--- src/hw/rtl/pf_pkg.sv ---
// Shared types, constants and letter helpers for the Playfair digraph cipher.
// No dependencies; the cipher modules and the testbench import this package.
`default_nettype none

package pf_pkg;

    // Grid geometry and filler letter (X as a letter code, J left out)
    localparam int          LETTER_COUNT = 25;
    localparam logic [4:0]  FILLER_CODE  = 5'd22;
    localparam logic [4:0]  LAST_CODE    = 5'd24;
    localparam logic [4:0]  GRID_FULL    = 5'd25;
    localparam int          QUEUE_DEPTH  = 2;

    // Action codes of the input stream
    typedef enum logic [2:0] {
        ACT_CLEAR     = 3'd0,
        ACT_KEY       = 3'd1,
        ACT_KEY_DONE  = 3'd2,
        ACT_PLAIN     = 3'd3,
        ACT_PLAIN_END = 3'd4,
        ACT_CIPHER    = 3'd5
    } t_act;

    // Classified command handed from the front to the back
    typedef struct packed {
        t_act       act;
        logic       code_ok;
        logic [4:0] code;
    } t_cmd;

    // One result pair
    typedef struct packed {
        logic [6:0] first_letter;
        logic [6:0] second_letter;
        logic       is_decrypt;
        logic       not_ready_error;
    } t_result;

    // Back-end sequencer states
    typedef enum logic [1:0] {
        BK_IDLE,
        BK_FILL,
        BK_LOOK,
        BK_GRID
    } t_back_state;

    // Letter filter: {valid, code 0..24}; folds case, J becomes I
    function automatic logic [5:0] letter_code(input logic [7:0] b);
        logic [7:0] c;
        logic [4:0] k;
        c = b;
        if (c >= 8'h61 && c <= 8'h7A) begin
            c = c - 8'd32;
        end
        if (c == 8'h4A) begin
            c = 8'h49;
        end
        k = 5'(c - 8'h41);
        if (k > 5'd9) begin
            k = k - 5'd1;
        end
        letter_code = {(c >= 8'h41 && c <= 8'h5A), k};
    endfunction

    // Letter code back to upper-case ASCII
    function automatic logic [6:0] code_ascii(input logic [4:0] code);
        code_ascii = {2'b00, code} + ((code < 5'd9) ? 7'd65 : 7'd66);
    endfunction

    // Row of a cell 0..24: (c * 13) >> 6 is exact over that range
    function automatic logic [2:0] cell_row(input logic [4:0] c);
        logic [8:0] p;
        p = {4'b0000, c} * 9'd13;
        cell_row = p[8:6];
    endfunction

    // Column of a cell 0..24
    function automatic logic [2:0] cell_col(input logic [4:0] c);
        logic [2:0] r;
        logic [4:0] b;
        r = cell_row(c);
        b = {r, 2'b00} + {2'b00, r};
        cell_col = 3'(c - b);
    endfunction

    // Cell index from row and column
    function automatic logic [4:0] cell_idx(input logic [2:0] r, input logic [2:0] c);
        cell_idx = {r, 2'b00} + {2'b00, r} + {2'b00, c};
    endfunction

    // Step one place forward or back, modulo five
    function automatic logic [2:0] step5(input logic [2:0] v, input logic back);
        if (back) begin
            step5 = (v == 3'd0) ? 3'd4 : v - 3'd1;
        end else begin
            step5 = (v == 3'd4) ? 3'd0 : v + 3'd1;
        end
    endfunction

endpackage

`default_nettype wire

--- src/hw/rtl/pf_in_if.sv ---
// Input stream interface: one action and one raw byte per transaction.
// No dependencies.
`default_nettype none

interface pf_in_if;
    logic       valid;
    logic       ready;
    logic [2:0] action;
    logic [7:0] char_code;

    modport source (output valid, output action, output char_code, input ready);
    modport sink   (input valid, input action, input char_code, output ready);
endinterface

`default_nettype wire

--- src/hw/rtl/pf_out_if.sv ---
// Result stream interface: one letter pair with flags per transaction.
// No dependencies.
`default_nettype none

interface pf_out_if;
    logic       valid;
    logic       ready;
    logic [6:0] first_letter;
    logic [6:0] second_letter;
    logic       is_decrypt;
    logic       not_ready_error;

    modport source (output valid, output first_letter, output second_letter,
                    output is_decrypt, output not_ready_error, input ready);
    modport sink   (input valid, input first_letter, input second_letter,
                    input is_decrypt, input not_ready_error, output ready);
endinterface

`default_nettype wire

--- src/hw/rtl/playfair_digraph_cipher.sv ---
// Top level of the Playfair digraph cipher: front, command queue and back.
// Depends on pf_pkg, pf_in_if, pf_out_if, pf_front, pf_queue and pf_back.
`default_nettype none

// Playfair cipher on a 5x5 key grid (I and J share a cell). The input side
// takes one transaction per cycle into a short command queue while the queue
// has room. The back end handles clear, a key byte, or a text letter that
// only becomes pending within its idle state; a letter that completes a pair,
// or plain end with a letter pending, passes through cell lookup, grid lookup
// and result register, set by the two registered reads of the grid memories.
// Key done starts a walk that places the unused letters in alphabet order, one
// letter a cycle. Text sent before key done returns a single result flagged
// not_ready_error with zero letters. Results sit in an output register, so one
// result may wait while the queue fills.
module playfair_digraph_cipher #(
    parameter int QUEUE_DEPTH = pf_pkg::QUEUE_DEPTH
) (
    input  wire logic   i_clk,
    input  wire logic   i_rst_n,
    pf_in_if.sink       i_in,
    pf_out_if.source    o_out
);
    import pf_pkg::*;

    logic    f_valid, f_ready;
    t_cmd    f_cmd;
    logic    q_valid, q_ready;
    t_cmd    q_cmd;
    t_result res;

    pf_front u_front (
        .i_in        (i_in),
        .o_cmd_valid (f_valid),
        .o_cmd       (f_cmd),
        .i_cmd_ready (f_ready)
    );

    pf_queue #(
        .DEPTH (QUEUE_DEPTH)
    ) u_queue (
        .i_clk        (i_clk),
        .i_rst_n      (i_rst_n),
        .i_push_valid (f_valid),
        .o_push_ready (f_ready),
        .i_push_cmd   (f_cmd),
        .o_pop_valid  (q_valid),
        .i_pop_ready  (q_ready),
        .o_pop_cmd    (q_cmd)
    );

    pf_back u_back (
        .i_clk       (i_clk),
        .i_rst_n     (i_rst_n),
        .i_cmd_valid (q_valid),
        .o_cmd_ready (q_ready),
        .i_cmd       (q_cmd),
        .o_res_valid (o_out.valid),
        .i_res_ready (o_out.ready),
        .o_res       (res)
    );

    // Result payload onto the output channel
    assign o_out.first_letter    = res.first_letter;
    assign o_out.second_letter   = res.second_letter;
    assign o_out.is_decrypt      = res.is_decrypt;
    assign o_out.not_ready_error = res.not_ready_error;

endmodule

`default_nettype wire

--- src/hw/rtl/pf_front.sv ---
// Front end: filters the raw byte and classifies each input transaction.
// Depends on pf_pkg and pf_in_if.
`default_nettype none

module pf_front (
    pf_in_if.sink       i_in,
    output logic        o_cmd_valid,
    output pf_pkg::t_cmd o_cmd,
    input  wire logic   i_cmd_ready
);
    import pf_pkg::*;

    logic [5:0] lc;
    logic       keep;

    assign lc = letter_code(i_in.char_code);

    // Unknown actions and non-letter key bytes are consumed here
    always_comb begin
        keep = 1'b0;
        unique case (i_in.action) inside
            ACT_CLEAR, ACT_KEY_DONE, ACT_PLAIN, ACT_PLAIN_END, ACT_CIPHER: keep = 1'b1;
            ACT_KEY: keep = lc[5];
            default: keep = 1'b0;
        endcase
    end

    assign o_cmd.act     = t_act'(i_in.action);
    assign o_cmd.code_ok = lc[5];
    assign o_cmd.code    = lc[4:0];
    assign o_cmd_valid   = i_in.valid & keep;
    assign i_in.ready    = i_cmd_ready;

endmodule

`default_nettype wire

--- src/hw/rtl/pf_queue.sv ---
// Short command queue between front and back so each can stall alone.
// Depends on pf_pkg.
`default_nettype none

module pf_queue #(
    parameter int DEPTH = pf_pkg::QUEUE_DEPTH
) (
    input  wire logic    i_clk,
    input  wire logic    i_rst_n,
    input  wire logic    i_push_valid,
    output logic         o_push_ready,
    input  pf_pkg::t_cmd i_push_cmd,
    output logic         o_pop_valid,
    input  wire logic    i_pop_ready,
    output pf_pkg::t_cmd o_pop_cmd
);
    import pf_pkg::*;

    localparam int PW = (DEPTH > 1) ? $clog2(DEPTH) : 1;
    localparam int CW = $clog2(DEPTH + 1);

    t_cmd            r_mem [DEPTH];
    logic [PW-1:0]   r_wr_ptr;
    logic [PW-1:0]   r_rd_ptr;
    logic [CW-1:0]   r_count;
    logic            push;
    logic            pop;

    assign o_push_ready = (r_count != CW'(DEPTH));
    assign o_pop_valid  = (r_count != '0);
    assign o_pop_cmd    = r_mem[r_rd_ptr];
    assign push         = i_push_valid & o_push_ready;
    assign pop          = o_pop_valid & i_pop_ready;

    // Pointers and fill level
    always_ff @(posedge i_clk) begin
        if (!i_rst_n) begin
            r_wr_ptr <= '0;
            r_rd_ptr <= '0;
            r_count  <= '0;
        end else begin
            if (push) begin
                r_wr_ptr <= (r_wr_ptr == PW'(DEPTH - 1)) ? '0 : r_wr_ptr + 1'b1;
            end
            if (pop) begin
                r_rd_ptr <= (r_rd_ptr == PW'(DEPTH - 1)) ? '0 : r_rd_ptr + 1'b1;
            end
            if (push && !pop) begin
                r_count <= r_count + 1'b1;
            end else if (pop && !push) begin
                r_count <= r_count - 1'b1;
            end
        end
    end

    // Entry storage
    always_ff @(posedge i_clk) begin
        if (push) begin
            r_mem[r_wr_ptr] <= i_push_cmd;
        end
    end

endmodule

`default_nettype wire

--- src/hw/rtl/pf_back.sv ---
// Back end: owns the key grid and pending letters, builds and transforms pairs.
// Depends on pf_pkg.
`default_nettype none

module pf_back (
    input  wire logic       i_clk,
    input  wire logic       i_rst_n,
    input  wire logic       i_cmd_valid,
    output logic            o_cmd_ready,
    input  pf_pkg::t_cmd    i_cmd,
    output logic            o_res_valid,
    input  wire logic       i_res_ready,
    output pf_pkg::t_result o_res
);
    import pf_pkg::*;

    // Grid stores: cell -> letter and letter -> cell
    logic [4:0]  r_grid [LETTER_COUNT];
    logic [4:0]  r_cell [LETTER_COUNT];

    t_back_state r_state, n_state;
    logic [24:0] r_used, n_used;
    logic [4:0]  r_fill, n_fill;
    logic        r_ready, n_ready;
    logic [4:0]  r_ppend, n_ppend;
    logic        r_ppv, n_ppv;
    logic [4:0]  r_cpend, n_cpend;
    logic        r_cpv, n_cpv;
    logic [4:0]  r_walk, n_walk;
    logic        r_dec, n_dec;
    logic        r_out_valid, n_out_valid;
    t_result     r_out, n_out;

    logic [4:0]  r_ca, r_cb, r_ga, r_gb;
    logic [4:0]  rd_a, rd_b, g_a, g_b;
    logic        place_en;
    logic [4:0]  place_code;
    logic        slot_free;
    logic [2:0]  r1, c1, r2, c2;

    assign slot_free   = !r_out_valid || i_res_ready;
    assign o_cmd_ready = (r_state == BK_IDLE) && slot_free;
    assign o_res_valid = r_out_valid;
    assign o_res       = r_out;

    // Sequencer: next state, grid fill and pair setup
    always_comb begin
        n_state     = r_state;
        n_used      = r_used;
        n_fill      = r_fill;
        n_ready     = r_ready;
        n_ppend     = r_ppend;
        n_ppv       = r_ppv;
        n_cpend     = r_cpend;
        n_cpv       = r_cpv;
        n_walk      = r_walk;
        n_dec       = r_dec;
        n_out_valid = r_out_valid && !i_res_ready;
        n_out       = r_out;
        rd_a        = i_cmd.code;
        rd_b        = i_cmd.code;
        place_code  = i_cmd.code;
        place_en    = 1'b0;
        r1          = cell_row(r_ca);
        c1          = cell_col(r_ca);
        r2          = cell_row(r_cb);
        c2          = cell_col(r_cb);

        unique case (r_state)
            BK_IDLE: begin
                if (i_cmd_valid && slot_free) begin
                    unique case (i_cmd.act) inside
                        ACT_CLEAR: begin
                            n_used  = '0;
                            n_fill  = '0;
                            n_ready = 1'b0;
                            n_ppend = '0;
                            n_ppv   = 1'b0;
                            n_cpend = '0;
                            n_cpv   = 1'b0;
                        end
                        ACT_KEY: begin
                            place_en = !r_ready && i_cmd.code_ok &&
                                       !r_used[place_code] && (r_fill < GRID_FULL);
                        end
                        ACT_KEY_DONE: begin
                            if (!r_ready) begin
                                n_walk  = '0;
                                n_state = BK_FILL;
                            end
                        end
                        ACT_PLAIN, ACT_PLAIN_END, ACT_CIPHER: begin
                            if (!r_ready) begin
                                // text before the grid is complete
                                n_out_valid           = 1'b1;
                                n_out.first_letter    = '0;
                                n_out.second_letter   = '0;
                                n_out.is_decrypt      = (i_cmd.act == ACT_CIPHER);
                                n_out.not_ready_error = 1'b1;
                            end else if (i_cmd.act == ACT_PLAIN_END) begin
                                if (r_ppv) begin
                                    rd_a    = r_ppend;
                                    rd_b    = FILLER_CODE;
                                    n_dec   = 1'b0;
                                    n_ppv   = 1'b0;
                                    n_ppend = '0;
                                    n_state = BK_LOOK;
                                end
                            end else if (i_cmd.code_ok) begin
                                if (i_cmd.act == ACT_PLAIN) begin
                                    if (!r_ppv) begin
                                        n_ppend = i_cmd.code;
                                        n_ppv   = 1'b1;
                                    end else if (r_ppend == i_cmd.code) begin
                                        // doubled letter: pair with X, keep it pending
                                        rd_a    = r_ppend;
                                        rd_b    = FILLER_CODE;
                                        n_dec   = 1'b0;
                                        n_state = BK_LOOK;
                                    end else begin
                                        rd_a    = r_ppend;
                                        rd_b    = i_cmd.code;
                                        n_dec   = 1'b0;
                                        n_ppv   = 1'b0;
                                        n_ppend = '0;
                                        n_state = BK_LOOK;
                                    end
                                end else begin
                                    if (!r_cpv) begin
                                        n_cpend = i_cmd.code;
                                        n_cpv   = 1'b1;
                                    end else begin
                                        rd_a    = r_cpend;
                                        rd_b    = i_cmd.code;
                                        n_dec   = 1'b1;
                                        n_cpv   = 1'b0;
                                        n_cpend = '0;
                                        n_state = BK_LOOK;
                                    end
                                end
                            end
                        end
                        default: begin
                        end
                    endcase
                end
            end
            BK_FILL: begin
                // key done: place the remaining letters in alphabet order
                place_code = r_walk;
                place_en   = !r_used[place_code] && (r_fill < GRID_FULL);
                n_walk     = r_walk + 5'd1;
                if (r_walk == LAST_CODE) begin
                    n_ready = 1'b1;
                    n_state = BK_IDLE;
                end
            end
            BK_LOOK: begin
                // row, column and rectangle rules on the looked-up cells
                if (r1 == r2) begin
                    c1 = step5(c1, r_dec);
                    c2 = step5(c2, r_dec);
                end else if (c1 == c2) begin
                    r1 = step5(r1, r_dec);
                    r2 = step5(r2, r_dec);
                end else begin
                    c1 = cell_col(r_cb);
                    c2 = cell_col(r_ca);
                end
                n_state = BK_GRID;
            end
            BK_GRID: begin
                n_out_valid           = 1'b1;
                n_out.first_letter    = code_ascii(r_ga);
                n_out.second_letter   = code_ascii(r_gb);
                n_out.is_decrypt      = r_dec;
                n_out.not_ready_error = 1'b0;
                n_state               = BK_IDLE;
            end
            default: n_state = BK_IDLE;
        endcase

        if (place_en) begin
            n_used[place_code] = 1'b1;
            n_fill             = r_fill + 5'd1;
        end
    end

    assign g_a = cell_idx(r1, c1);
    assign g_b = cell_idx(r2, c2);

    // Control registers
    always_ff @(posedge i_clk) begin
        if (!i_rst_n) begin
            r_state     <= BK_IDLE;
            r_used      <= '0;
            r_fill      <= '0;
            r_ready     <= 1'b0;
            r_ppend     <= '0;
            r_ppv       <= 1'b0;
            r_cpend     <= '0;
            r_cpv       <= 1'b0;
            r_walk      <= '0;
            r_out_valid <= 1'b0;
        end else begin
            r_state     <= n_state;
            r_used      <= n_used;
            r_fill      <= n_fill;
            r_ready     <= n_ready;
            r_ppend     <= n_ppend;
            r_ppv       <= n_ppv;
            r_cpend     <= n_cpend;
            r_cpv       <= n_cpv;
            r_walk      <= n_walk;
            r_out_valid <= n_out_valid;
        end
    end

    // Payload registers
    always_ff @(posedge i_clk) begin
        r_dec <= n_dec;
        r_out <= n_out;
    end

    // Grid memories: one write port, two registered read ports each
    always_ff @(posedge i_clk) begin
        if (place_en) begin
            r_grid[r_fill]     <= place_code;
            r_cell[place_code] <= r_fill;
        end
        r_ca <= r_cell[rd_a];
        r_cb <= r_cell[rd_b];
        r_ga <= r_grid[g_a];
        r_gb <= r_grid[g_b];
    end

endmodule

`default_nettype wire

--- src/flat_wrapper.sv ---
// flat-port wrapper written by rule: the top's interface ports become plain ports
module playfair_digraph_cipher_flat import pf_pkg::*;
#(
    parameter int QUEUE_DEPTH = pf_pkg::QUEUE_DEPTH
)
  (i_clk, i_rst_n, i_in_valid, i_in_action, i_in_char_code, i_in_ready, o_out_valid, o_out_first_letter, o_out_second_letter, o_out_is_decrypt, o_out_not_ready_error, o_out_ready);
  pf_in_if i_in_i ();
  pf_out_if o_out_i ();
  input  wire logic i_clk;
  input  wire logic i_rst_n;
  input wire logic [$bits(i_in_i.valid)-1:0] i_in_valid;
  input wire logic [$bits(i_in_i.action)-1:0] i_in_action;
  input wire logic [$bits(i_in_i.char_code)-1:0] i_in_char_code;
  output wire logic [$bits(i_in_i.ready)-1:0] i_in_ready;
  output wire logic [$bits(o_out_i.valid)-1:0] o_out_valid;
  output wire logic [$bits(o_out_i.first_letter)-1:0] o_out_first_letter;
  output wire logic [$bits(o_out_i.second_letter)-1:0] o_out_second_letter;
  output wire logic [$bits(o_out_i.is_decrypt)-1:0] o_out_is_decrypt;
  output wire logic [$bits(o_out_i.not_ready_error)-1:0] o_out_not_ready_error;
  input wire logic [$bits(o_out_i.ready)-1:0] o_out_ready;
  assign i_in_i.valid = i_in_valid;
  assign i_in_i.action = i_in_action;
  assign i_in_i.char_code = i_in_char_code;
  assign i_in_ready = i_in_i.ready;
  assign o_out_valid = o_out_i.valid;
  assign o_out_first_letter = o_out_i.first_letter;
  assign o_out_second_letter = o_out_i.second_letter;
  assign o_out_is_decrypt = o_out_i.is_decrypt;
  assign o_out_not_ready_error = o_out_i.not_ready_error;
  assign o_out_i.ready = o_out_ready;
  playfair_digraph_cipher #(.QUEUE_DEPTH(QUEUE_DEPTH)) u_core (.i_clk(i_clk), .i_rst_n(i_rst_n), .i_in(i_in_i), .o_out(o_out_i));
endmodule
--- config.mk ---
export PLATFORM = sky130hd
export DESIGN_NAME = playfair_digraph_cipher_flat
export DESIGN_NICKNAME = d
export VERILOG_FILES = /design/src/hw/rtl/pf_pkg.sv /design/src/hw/rtl/pf_in_if.sv /design/src/hw/rtl/pf_out_if.sv /design/src/hw/rtl/playfair_digraph_cipher.sv /design/src/hw/rtl/pf_front.sv /design/src/hw/rtl/pf_queue.sv /design/src/hw/rtl/pf_back.sv /design/src/flat_wrapper.sv
export SDC_FILE = /design/constraint.sdc
export NUM_CORES = 1
export LEC_CHECK = 0
export BUFFER_PORTS_ARGS = -buffer_cell sky130_fd_sc_hd__buf_2
export CORE_MARGIN = 10
export CORE_UTILIZATION = 64
export CTS_BUF_LIST = sky130_fd_sc_hd__clkbuf_16
export CTS_CLUSTER_DIAMETER = 200
export DETAILED_ROUTE_END_ITERATION = 8
export GPL_TIMING_DRIVEN = 0
export HOLD_SLACK_MARGIN = 0.06
export PLACE_DENSITY = 0.83
export SYNTH_ARGS = -nofsm -noshare
export SYNTH_HDL_FRONTEND = slang
export SYNTH_HIERARCHICAL = 1
export SYNTH_SLANG_ARGS = --single-unit
--- constraint.sdc ---
create_clock -name i_clk -period 10.3 [get_ports i_clk]
set_input_delay 0.515 -clock i_clk [delete_from_list [all_inputs] [get_ports i_clk]]
set_output_delay 0.515 -clock i_clk [all_outputs]
set_load 0.02 [all_outputs]
==> out/results.tsv, run 1 <==
metric	value	unit
Critical Path Start Type	flop	
Adder-Cell Fraction of Synth Area	5.56	%
hold depth	2	
num ports	33	
largest net degree at the start of global routing	32	
worst skew pair latency	530	ps
critical hold path startpoint	i_in_action[0]	
proportion of layout cells with a drive suffix above 1	16.0	%
CP max FO	10	
#FFs+latches synth	360	
Setup Crit Path Kind	reg2reg	
Mean Syn Cell Area	12.0	sq um
slowest stage delay, CP	760	ps
final setup fails	0	
Worst Clk Skew	18.2	ps
Ant. Diodes	0	
die area	39500	sq um
Worst EP required	10690	ps
DR pass1 iterations	6	
antenna violations before repair	1	
fillers	2093	
DP Wirelength	37200	microns
RSZ-0062 raised after global routing	no	
worst setup path end	u_core/u_back/r_ga[1]$_DFF_P_	
area of the mapped netlist	20500	sq um
Via Count	14900	
CTS resizes	0	
DRC	0	
most frequent cells in the layout	284 x edfxtp_1, 181 x nor2_1, 171 x nand2_1	
HP Class	in2reg	
post-synthesis cell count	1704	
Fin. Hold Viols	0	
via density per instance	6.75	
H-tree levels	2	
R2R depth	29	
xor/xnor share of the synthesized area	2.04	%
global-route wire length before repair	81300	microns
Worst Setup SP	u_core/u_back/r_cb[1]$_DFF_P_	
Remaining Overflow, GRT	0	
1st-iter DRT viols	1873	
DRT Wirelength	52600	microns
number of buffers inserted by hold repair at cts	0	
core box area	31600	sq um
Max Cap Viol	0	
status	complete, no violations	
CP arrival	9470	ps
post-route setup TNS	0	ps
post-synthesis simple-gate area fraction	12.3	%
crit end category	flop	
Final ANT Viol Nets	0	
Worst Tran Pin Value	1300	ps
Worst path slowest cell	buf_1	
Ys Warns	6	
multiplexer share of the synthesized area	18.8	%
Max Slew Vio Count	0	
syn nets	1804	
die span in y	199	microns
largest family of logic cells by synthesized area	multiplexers	
RePlAce Congestion	0.989	
clock buffer depth	3	
Seq/Total Area, Yosys	49.1	%
gr usage total	26.7	%
# Post-CTS Setup Buffers	0	
Max Fclk	110	MHz
min Tclk post-route	9070	ps
Tcrit/Tclk final	88.1	%
flop2flop setup slack	1230	ps
post-synthesis cell type count	87	
vias in the first global route	14500	
CTS sink cnt	360	
Post-synth EDFFs	284	
Site Rows	65	
Initial Util	64.9	%
reg2reg end	u_core/u_back/r_ga[1]$_DFF_P_	
ys async rst share	0	%
Layout Nets	1876	
CTS root buffer	clkbuf_16	
relative slew slack	13.0	%
most common cell after layout, fill and taps aside	edfxtp_1	
WL/cell	23.8	microns
clock slew at the register clock pins of the worst setup and hold paths	60	ps
CTS tree	done	
Critical R2R Launch	u_core/u_back/r_cb[1]$_DFF_P_	
Main synth FF type	edfxtp_1	
CTS buffer count	38	
count of input and output buffers	31	
Die W	199	microns
Area growth syn-to-layout	9.45	%
Synth Area in Compound Gates	8.73	%
==> synthesized netlist by cell type (5+ instances only) <==
| library cell | count | area share (%) |
|---|---|---|
| edfxtp_1 | 284 | 42 |
| nor2_1 | 181 | 3.3 |
| nand2_1 | 171 | 3.1 |
| mux2i_1 | 143 | 7.0 |
| mux4_2 | 94 | 10 |
| dfxtp_1 | 76 | 7.4 |
| ha_1 | 75 | 4.6 |
| inv_1 | 59 | 1.1 |
| clkbuf_1 | 50 | 0.92 |
| nand3_1 | 48 | 1.2 |
| o21ai_0 | 45 | 1.1 |
| a21oi_1 | 43 | 1.1 |
| a211oi_1 | 37 | 1.4 |
| and2_1 | 29 | 0.89 |
| mux2_2 | 24 | 1.3 |
| xnor2_1 | 21 | 0.90 |
| xor2_1 | 19 | 0.81 |
| buf_1 | 18 | 0.33 |
| nand4_1 | 18 | 0.55 |
| buf_2 | 17 | 0.42 |
| nor3_1 | 16 | 0.39 |
| nand3b_1 | 14 | 0.51 |
| o21a_1 | 14 | 0.51 |
| a21o_1 | 11 | 0.40 |
| a311o_1 | 11 | 0.54 |
| buf_4 | 11 | 0.40 |
| nand2b_1 | 11 | 0.34 |
| fa_1 | 10 | 0.98 |
| o211ai_1 | 9 | 0.33 |
| or2_2 | 9 | 0.27 |
| o31ai_1 | 8 | 0.29 |
| a221oi_1 | 6 | 0.26 |
| nor2b_1 | 6 | 0.18 |
| a311oi_1 | 5 | 0.21 |
| a31o_2 | 5 | 0.21 |
| buf_6 | 5 | 0.27 |
| nor4_1 | 5 | 0.15 |
| o21ai_1 | 5 | 0.12 |
==> stage by stage <==
stage / hold slack (ps) / instance area [sq um] / utilization (%) / setup WS [ps] / cells
final: 283 / 22400 / 71.0 / 1230 / 2208
after global placement: 439 / 21100 / 67.0 / 1460 / 2137
after floorplan: 432 / 20500 / - / 2950 / 1704
after detailed placement: 447 / 21100 / 67.0 / 1390 / 2138
after CTS: 264 / 22400 / 71.0 / 1340 / 2208
after global routing: 276 / 22400 / 71.0 / 806 / 2208
==> area by class of cell <==
type	count	area (sq um)	share of cell area, %
plain buffers	101	479	2.14
well taps	402	503	2.24
clock inverters	29	230	1.03
clock buffers	41	1030	4.58
inverters	63	236	1.06
repair buffers	32	163	0.726
flip-flops and latches	360	10000	44.8
multi-input cells	1180	9720	43.4
==> registers in the layout (all words and copies together) (netlist names), 2 cells and up, named ones only <==
register                count
u_core/u_back/r_gb          5
u_core/u_back/r_cell      125
u_core/u_back/r_grid      125
u_core/u_back/r_used       25
u_core/u_queue/r_mem       18
u_core/u_back/r_cpend       5
u_core/u_back/r_walk        5
u_core/u_back/r_state       2
u_core/u_back/o_res        15
u_core/u_back/r_ga          5
u_core/u_back/r_ppend       5
u_core/u_back/r_cb          5
u_core/u_back/r_fill        5
u_core/u_back/r_ca          5
u_core/u_queue/r_count      2
==> critical path, delay by kind of cell (launching register included) <==
family	cells	cell delay [ps]
fa+ha+maj	8	3140
buf+inv	7	1750
simple gates	7	1670
compound gates	3	800
mux	2	700
flops	1	460
xor+xnor	2	380
==> worst min path at each step <==
stage                                                       end  slack (ps)
final                      u_core/u_queue/r_mem[0][6]$_DFFE_PP_         280
after global routing       u_core/u_queue/r_mem[0][6]$_DFFE_PP_         280
after CTS                  u_core/u_queue/r_mem[0][6]$_DFFE_PP_         260
after detailed placement  u_core/u_back/r_cpend[4]$_SDFFE_PN0P_         450
after global placement    u_core/u_back/r_cpend[4]$_SDFFE_PN0P_         440
after floorplan           u_core/u_back/r_cpend[1]$_SDFFE_PN0P_         430
==> cell families (layout without fill, tap and decap cells) <==
| group | count (synthesis) | after routing |
|---|---|---|
| buffers and inverters | 164 | 266 |
| and+or+nand+nor | 539 | 539 |
| adders and majority gates | 85 | 85 |
| xor gates and xnor gates | 43 | 43 |
| DFF | 360 | 360 |
| AOI/OAI and AO/OA | 250 | 250 |
| muxes | 263 | 263 |
==> routing by layer <==
metal / vias to the layer above / global-route usage [%] / part of all wire, %
met5: - / 0 / 0.049
li1: 6542 / - / -
met3: 137 / 5.66 / 11
met1: 7325 / 35.2 / 39
met2: 901 / 43.0 / 47
met4: 2 / 9.04 / 3.2
Power of run 1 is left out: the tool's default activity adds up to more than one toggle a clock period on the data nets, which glitch-free logic cannot reach.
==> run 2: changes to the inputs <==
--- a/config.mk
+++ b/config.mk
@@ -14,6 +14,7 @@
 export GPL_TIMING_DRIVEN = 0
 export HOLD_SLACK_MARGIN = 0.06
 export PLACE_DENSITY = 0.83
+export RECOVER_POWER = 25
 export SYNTH_ARGS = -nofsm -noshare
 export SYNTH_HDL_FRONTEND = slang
 export SYNTH_HIERARCHICAL = 1
==> out/results.tsv, run 2 (synthesized netlist as in run 1, its figures left out) <==
metric	value	unit	change
status	complete, no violations		unchanged
H-tree levels	2		unchanged
number of buffers inserted by hold repair at cts	0		unchanged
Area growth syn-to-layout	9.24	%	was 9.45%
Worst EP required	10700	ps	was 10690 ps
CTS resizes	0		unchanged
Die W	199	microns	unchanged
crit end category	flop		unchanged
# Post-CTS Setup Buffers	0		unchanged
CTS tree	done		unchanged
HP Class	in2reg		unchanged
die span in y	199	microns	unchanged
CTS buffer count	38		unchanged
RSZ-0062 raised after global routing	no		unchanged
min Tclk post-route	9110	ps	was 9070 ps
antenna violations before repair	1		unchanged
Fin. Hold Viols	0		unchanged
CTS root buffer	clkbuf_16		unchanged
proportion of layout cells with a drive suffix above 1	14.7	%	was 16.0%
slowest stage delay, CP	770	ps	was 760 ps
1st-iter DRT viols	1887		was 1873
worst skew pair latency	540	ps	was 530 ps
clock slew at the register clock pins of the worst setup and hold paths	60	ps	about the same
DRC	0		unchanged
via density per instance	6.73		was 6.75
RePlAce Congestion	0.989		unchanged
most frequent cells in the layout	284 x edfxtp_1, 181 x nor2_1, 171 x nand2_1		unchanged
CP max FO	10		unchanged
Max Fclk	110	MHz	about the same
relative slew slack	12.5	%	was 13.0%
DRT Wirelength	52800	microns	was 52600 microns
Critical Path Start Type	flop		unchanged
Top Registers	u_core/u_back/r_cell x125, u_core/u_back/r_grid x125, u_core/u_back/r_used x25		unchanged
Worst path slowest cell	buf_1		unchanged
num ports	33		unchanged
most common cell after layout, fill and taps aside	edfxtp_1		unchanged
Via Count	14900		about the same
WL/cell	23.9	microns	was 23.8 microns
Max Cap Viol	0		unchanged
clock buffer depth	3		unchanged
final setup fails	0		unchanged
Initial Util	64.9	%	unchanged
Ant. Diodes	0		unchanged
DP Wirelength	37200	microns	unchanged
core box area	31600	sq um	unchanged
Layout Nets	1876		unchanged
gr usage total	26.7	%	unchanged
DR pass1 iterations	6		unchanged
count of input and output buffers	31		unchanged
CP arrival	9500	ps	was 9470 ps
largest net degree at the start of global routing	32		unchanged
Site Rows	65		unchanged
CTS sink cnt	360		unchanged
Remaining Overflow, GRT	0		unchanged
Tcrit/Tclk final	88.4	%	was 88.1%
Worst Clk Skew	18.9	ps	was 18.2 ps
post-route setup TNS	0	ps	unchanged
global-route wire length before repair	81300	microns	unchanged
Setup Crit Path Kind	reg2reg		unchanged
crit-path leading delay family	adder cells		unchanged
Worst Tran Pin Value	1310	ps	was 1300 ps
vias in the first global route	14500		unchanged
Max Slew Vio Count	0		unchanged
Final ANT Viol Nets	0		unchanged
die area	39500	sq um	unchanged
buffer and inverter count on the worst path	7		unchanged
[run 2: cell count changes in the layout (fill, tap and decap cells not counted), sizes merged]
cell    previous run  this run
buf               83        59
clkbuf            91       115
[run 2: final cells by class]
type	instances	area, sq um
Buffer	101	472
Clock buffer	41	1030
Clock inverter	29	230
Fill cell	2104	9190
Inverter	63	236
Multi-Input combinational cell	1180	9710
Sequential cell	360	10000
Tap cell	402	503
Timing Repair Buffer	32	138
[run 2: worst paths after layout]
check	from	end	slack (ps)	depth (start not counted)
worst min-delay path	i_in_action[0]	u_core/u_queue/r_mem[0][6]$_DFFE_PP_	320	2
worst min register to register	u_core/u_back/r_cpend[4]$_SDFFE_PN0P_	u_core/u_back/r_cpend[4]$_SDFFE_PN0P_	460	2
worst max-delay path	u_core/u_back/r_cb[1]$_DFF_P_	u_core/u_back/r_ga[0]$_DFF_P_	1190	29
worst max register to register	u_core/u_back/r_cb[1]$_DFF_P_	u_core/u_back/r_ga[0]$_DFF_P_	1190	29
[run 2: stage by stage]
step	util (%)	instances	hold slack [ps]	area (sq um)	worst slack [ps]
CTS	71.0	2208	264	22400	1340
floorplan	-	1704	432	20500	2950
finish	70.9	2208	315	22400	1190
global placement	67.0	2137	439	21100	1460
global route	70.9	2208	328	22400	806
detailed placement	67.0	2138	447	21100	1390
[run 2: worst reg2reg max path: cells and delay by family, from the launching register on]
kind            cells  cell delay [ps]
simple gates        7             1680
flops               1              460
mux                 2              740
fa+ha+maj           8             3140
buf+inv             7             1760
xor+xnor            2              380
compound gates      3              800
[run 2: layer usage]
layer | track usage [%] | vias to the layer above | wire length, microns
met5 | 0 | - | 28
li1 | - | 6535 | -
met4 | 9.04 | 2 | 1710
met3 | 5.66 | 147 | 5970
met2 | 43.0 | 869 | 24800
met1 | 35.2 | 7316 | 20300
Power of run 2 is left out for the same reason.
==> run 3: changes to the inputs <==
--- a/config.mk
+++ b/config.mk
@@ -6,8 +6,10 @@
 export NUM_CORES = 1
 export LEC_CHECK = 0
 export BUFFER_PORTS_ARGS = -buffer_cell sky130_fd_sc_hd__buf_2
+export CELL_PAD_IN_SITES_DETAIL_PLACEMENT = 0
+export CELL_PAD_IN_SITES_GLOBAL_PLACEMENT = 1
 export CORE_MARGIN = 10
-export CORE_UTILIZATION = 64
+export CORE_UTILIZATION = 53
 export CTS_BUF_LIST = sky130_fd_sc_hd__clkbuf_16
 export CTS_CLUSTER_DIAMETER = 200
 export DETAILED_ROUTE_END_ITERATION = 8
==> out/results.tsv, run 3 (synthesized netlist as in run 1, its figures left out) <==
metric	value	unit	change
post-place instance area	21300	sq um	was 21100 sq um
core box area	37900	sq um	was 31600 sq um
DRC	0		unchanged
Top Registers	u_core/u_back/r_cell x125, u_core/u_back/r_grid x125, u_core/u_back/r_used x25		unchanged
Remaining Overflow, GRT	0		unchanged
buffer and inverter count on the worst path	7		unchanged
num ports	33		unchanged
RSZ-0062 raised after global routing	no		unchanged
status	complete, no violations		unchanged
1st-iter DRT viols	1338		was 1887
largest net degree at the start of global routing	32		unchanged
HP Class	in2reg		unchanged
global-route wire length before repair	80400	microns	was 81300 microns
Via Count	14100		was 14900
Met3 Routed Length	3720	microns	was 5970 microns
final worst slack	1230	ps	was 1190 ps
Initial Util	54.0	%	was 64.9%
crit end category	flop		unchanged
Area growth syn-to-layout	10.1	%	was 9.24%
clock buffer depth	3		unchanged
Max Slew Vio Count	0		unchanged
antenna violations before repair	5		was 1
via density per instance	6.07		was 6.73
CTS tree	done		unchanged
CP max FO	10		unchanged
Worst EP required	10710	ps	was 10700 ps
CP arrival	9480	ps	was 9500 ps
relative slew slack	8.88	%	was 12.5%
H-tree levels	2		unchanged
number of buffers inserted by hold repair at cts	0		unchanged
# Post-CTS Setup Buffers	0		unchanged
CTS sink cnt	360		unchanged
gr usage total	21.9	%	was 26.7%
proportion of layout cells with a drive suffix above 1	14.7	%	about the same
crit-path leading delay family	adder cells		unchanged
Layout Nets	1876		unchanged
die span in y	217	microns	was 199 microns
CTS resizes	0		unchanged
Setup Crit Path Kind	reg2reg		unchanged
worst hold slack	275	ps	was 315 ps
worst skew pair latency	570	ps	was 540 ps
Met1 Wirelength	21100	microns	was 20300 microns
DR WL met2	24800	microns	about the same
area of the multi-input gates	9710	sq um	about the same
count of input and output buffers	31		unchanged
WL/cell	22.3	microns	was 23.9 microns
min Tclk post-route	9070	ps	was 9110 ps
register area	10000	sq um	unchanged
final setup fails	0		unchanged
post-route setup TNS	0	ps	unchanged
Critical Path Start Type	flop		unchanged
Worst Clk Skew	33.7	ps	was 18.9 ps
Final ANT Viol Nets	0		unchanged
CTS buffer count	39		was 38
uppermost layer routed	met5		unchanged
flop2flop setup slack	1230	ps	was 1190 ps
most common cell after layout, fill and taps aside	edfxtp_1		unchanged
fin area	22500	sq um	was 22400 sq um
Max Fclk	110	MHz	about the same
vias in the first global route	13900		was 14500
clock slew at the register clock pins of the worst setup and hold paths	70	ps	was 60 ps
fillers	3099		was 2104
die area	46900	sq um	was 39500 sq um
CTS root buffer	clkbuf_16		unchanged
most frequent cells in the layout	284 x edfxtp_1, 181 x nor2_1, 171 x nand2_1		unchanged
Max Cap Viol	0		unchanged
DR pass1 iterations	6		unchanged
DRT Wirelength	51900	microns	was 52800 microns
Worst path slowest cell	nor3_1		was buf_1
Die W	217	microns	was 199 microns
Site Rows	71		was 65
Tcrit/Tclk final	88.0	%	was 88.4%
Fin. Hold Viols	0		unchanged
pre-CTS setup slack	1360	ps	was 1390 ps
Worst Tran Pin Value	1350	ps	was 1310 ps
RePlAce Congestion	0.891		was 0.989
slowest stage delay, CP	720	ps	was 770 ps
DP Wirelength	37900	microns	was 37200 microns
## run 3: cell count changes in the layout (fill, tap and decap cells not counted), sizes merged
cell / change
buf: -2
diode: +4
clkinvlp: -2
inv: +2
clkinv: +2
bufinv: +1
## run 3: metal layers
layer	vias up	track usage [%]
met5	-	0
met4	2	10.1
met3	113	4.55
met2	516	35.7
met1	6923	27.7
li1	6542	-
## run 3: worst paths after layout
path                                    startpoint                                    end  cells after the start
max                  u_core/u_back/r_cb[1]$_DFF_P_          u_core/u_back/r_gb[4]$_DFF_P_                     29
min                                 i_in_action[0]   u_core/u_queue/r_mem[1][6]$_DFFE_PP_                      2
max reg2reg          u_core/u_back/r_cb[1]$_DFF_P_          u_core/u_back/r_gb[4]$_DFF_P_                     29
min reg2reg  u_core/u_back/r_cpend[1]$_SDFFE_PN0P_  u_core/u_back/r_cpend[1]$_SDFFE_PN0P_                      2
## run 3: metrics by stage
stage	util (%)	instances
floorplan	-	1704
global placement	56.1	2246
detailed placement	56.1	2246
CTS	59.5	2318
global route	59.4	2320
finish	59.4	2322
## run 3: final cells by class
cell class              instances  share of cell area (%)
well taps                     511                    2.84
clock buffers                  40                    4.44
multi-input cells            1180                    43.1
plain buffers                 101                    2.11
repair buffers                 31                   0.572
clock inverters                32                    1.28
flip-flops and latches        360                    44.6
inverters                      63                    1.05
diodes                          4                  0.0444
Power of run 3 is left out for the same reason.
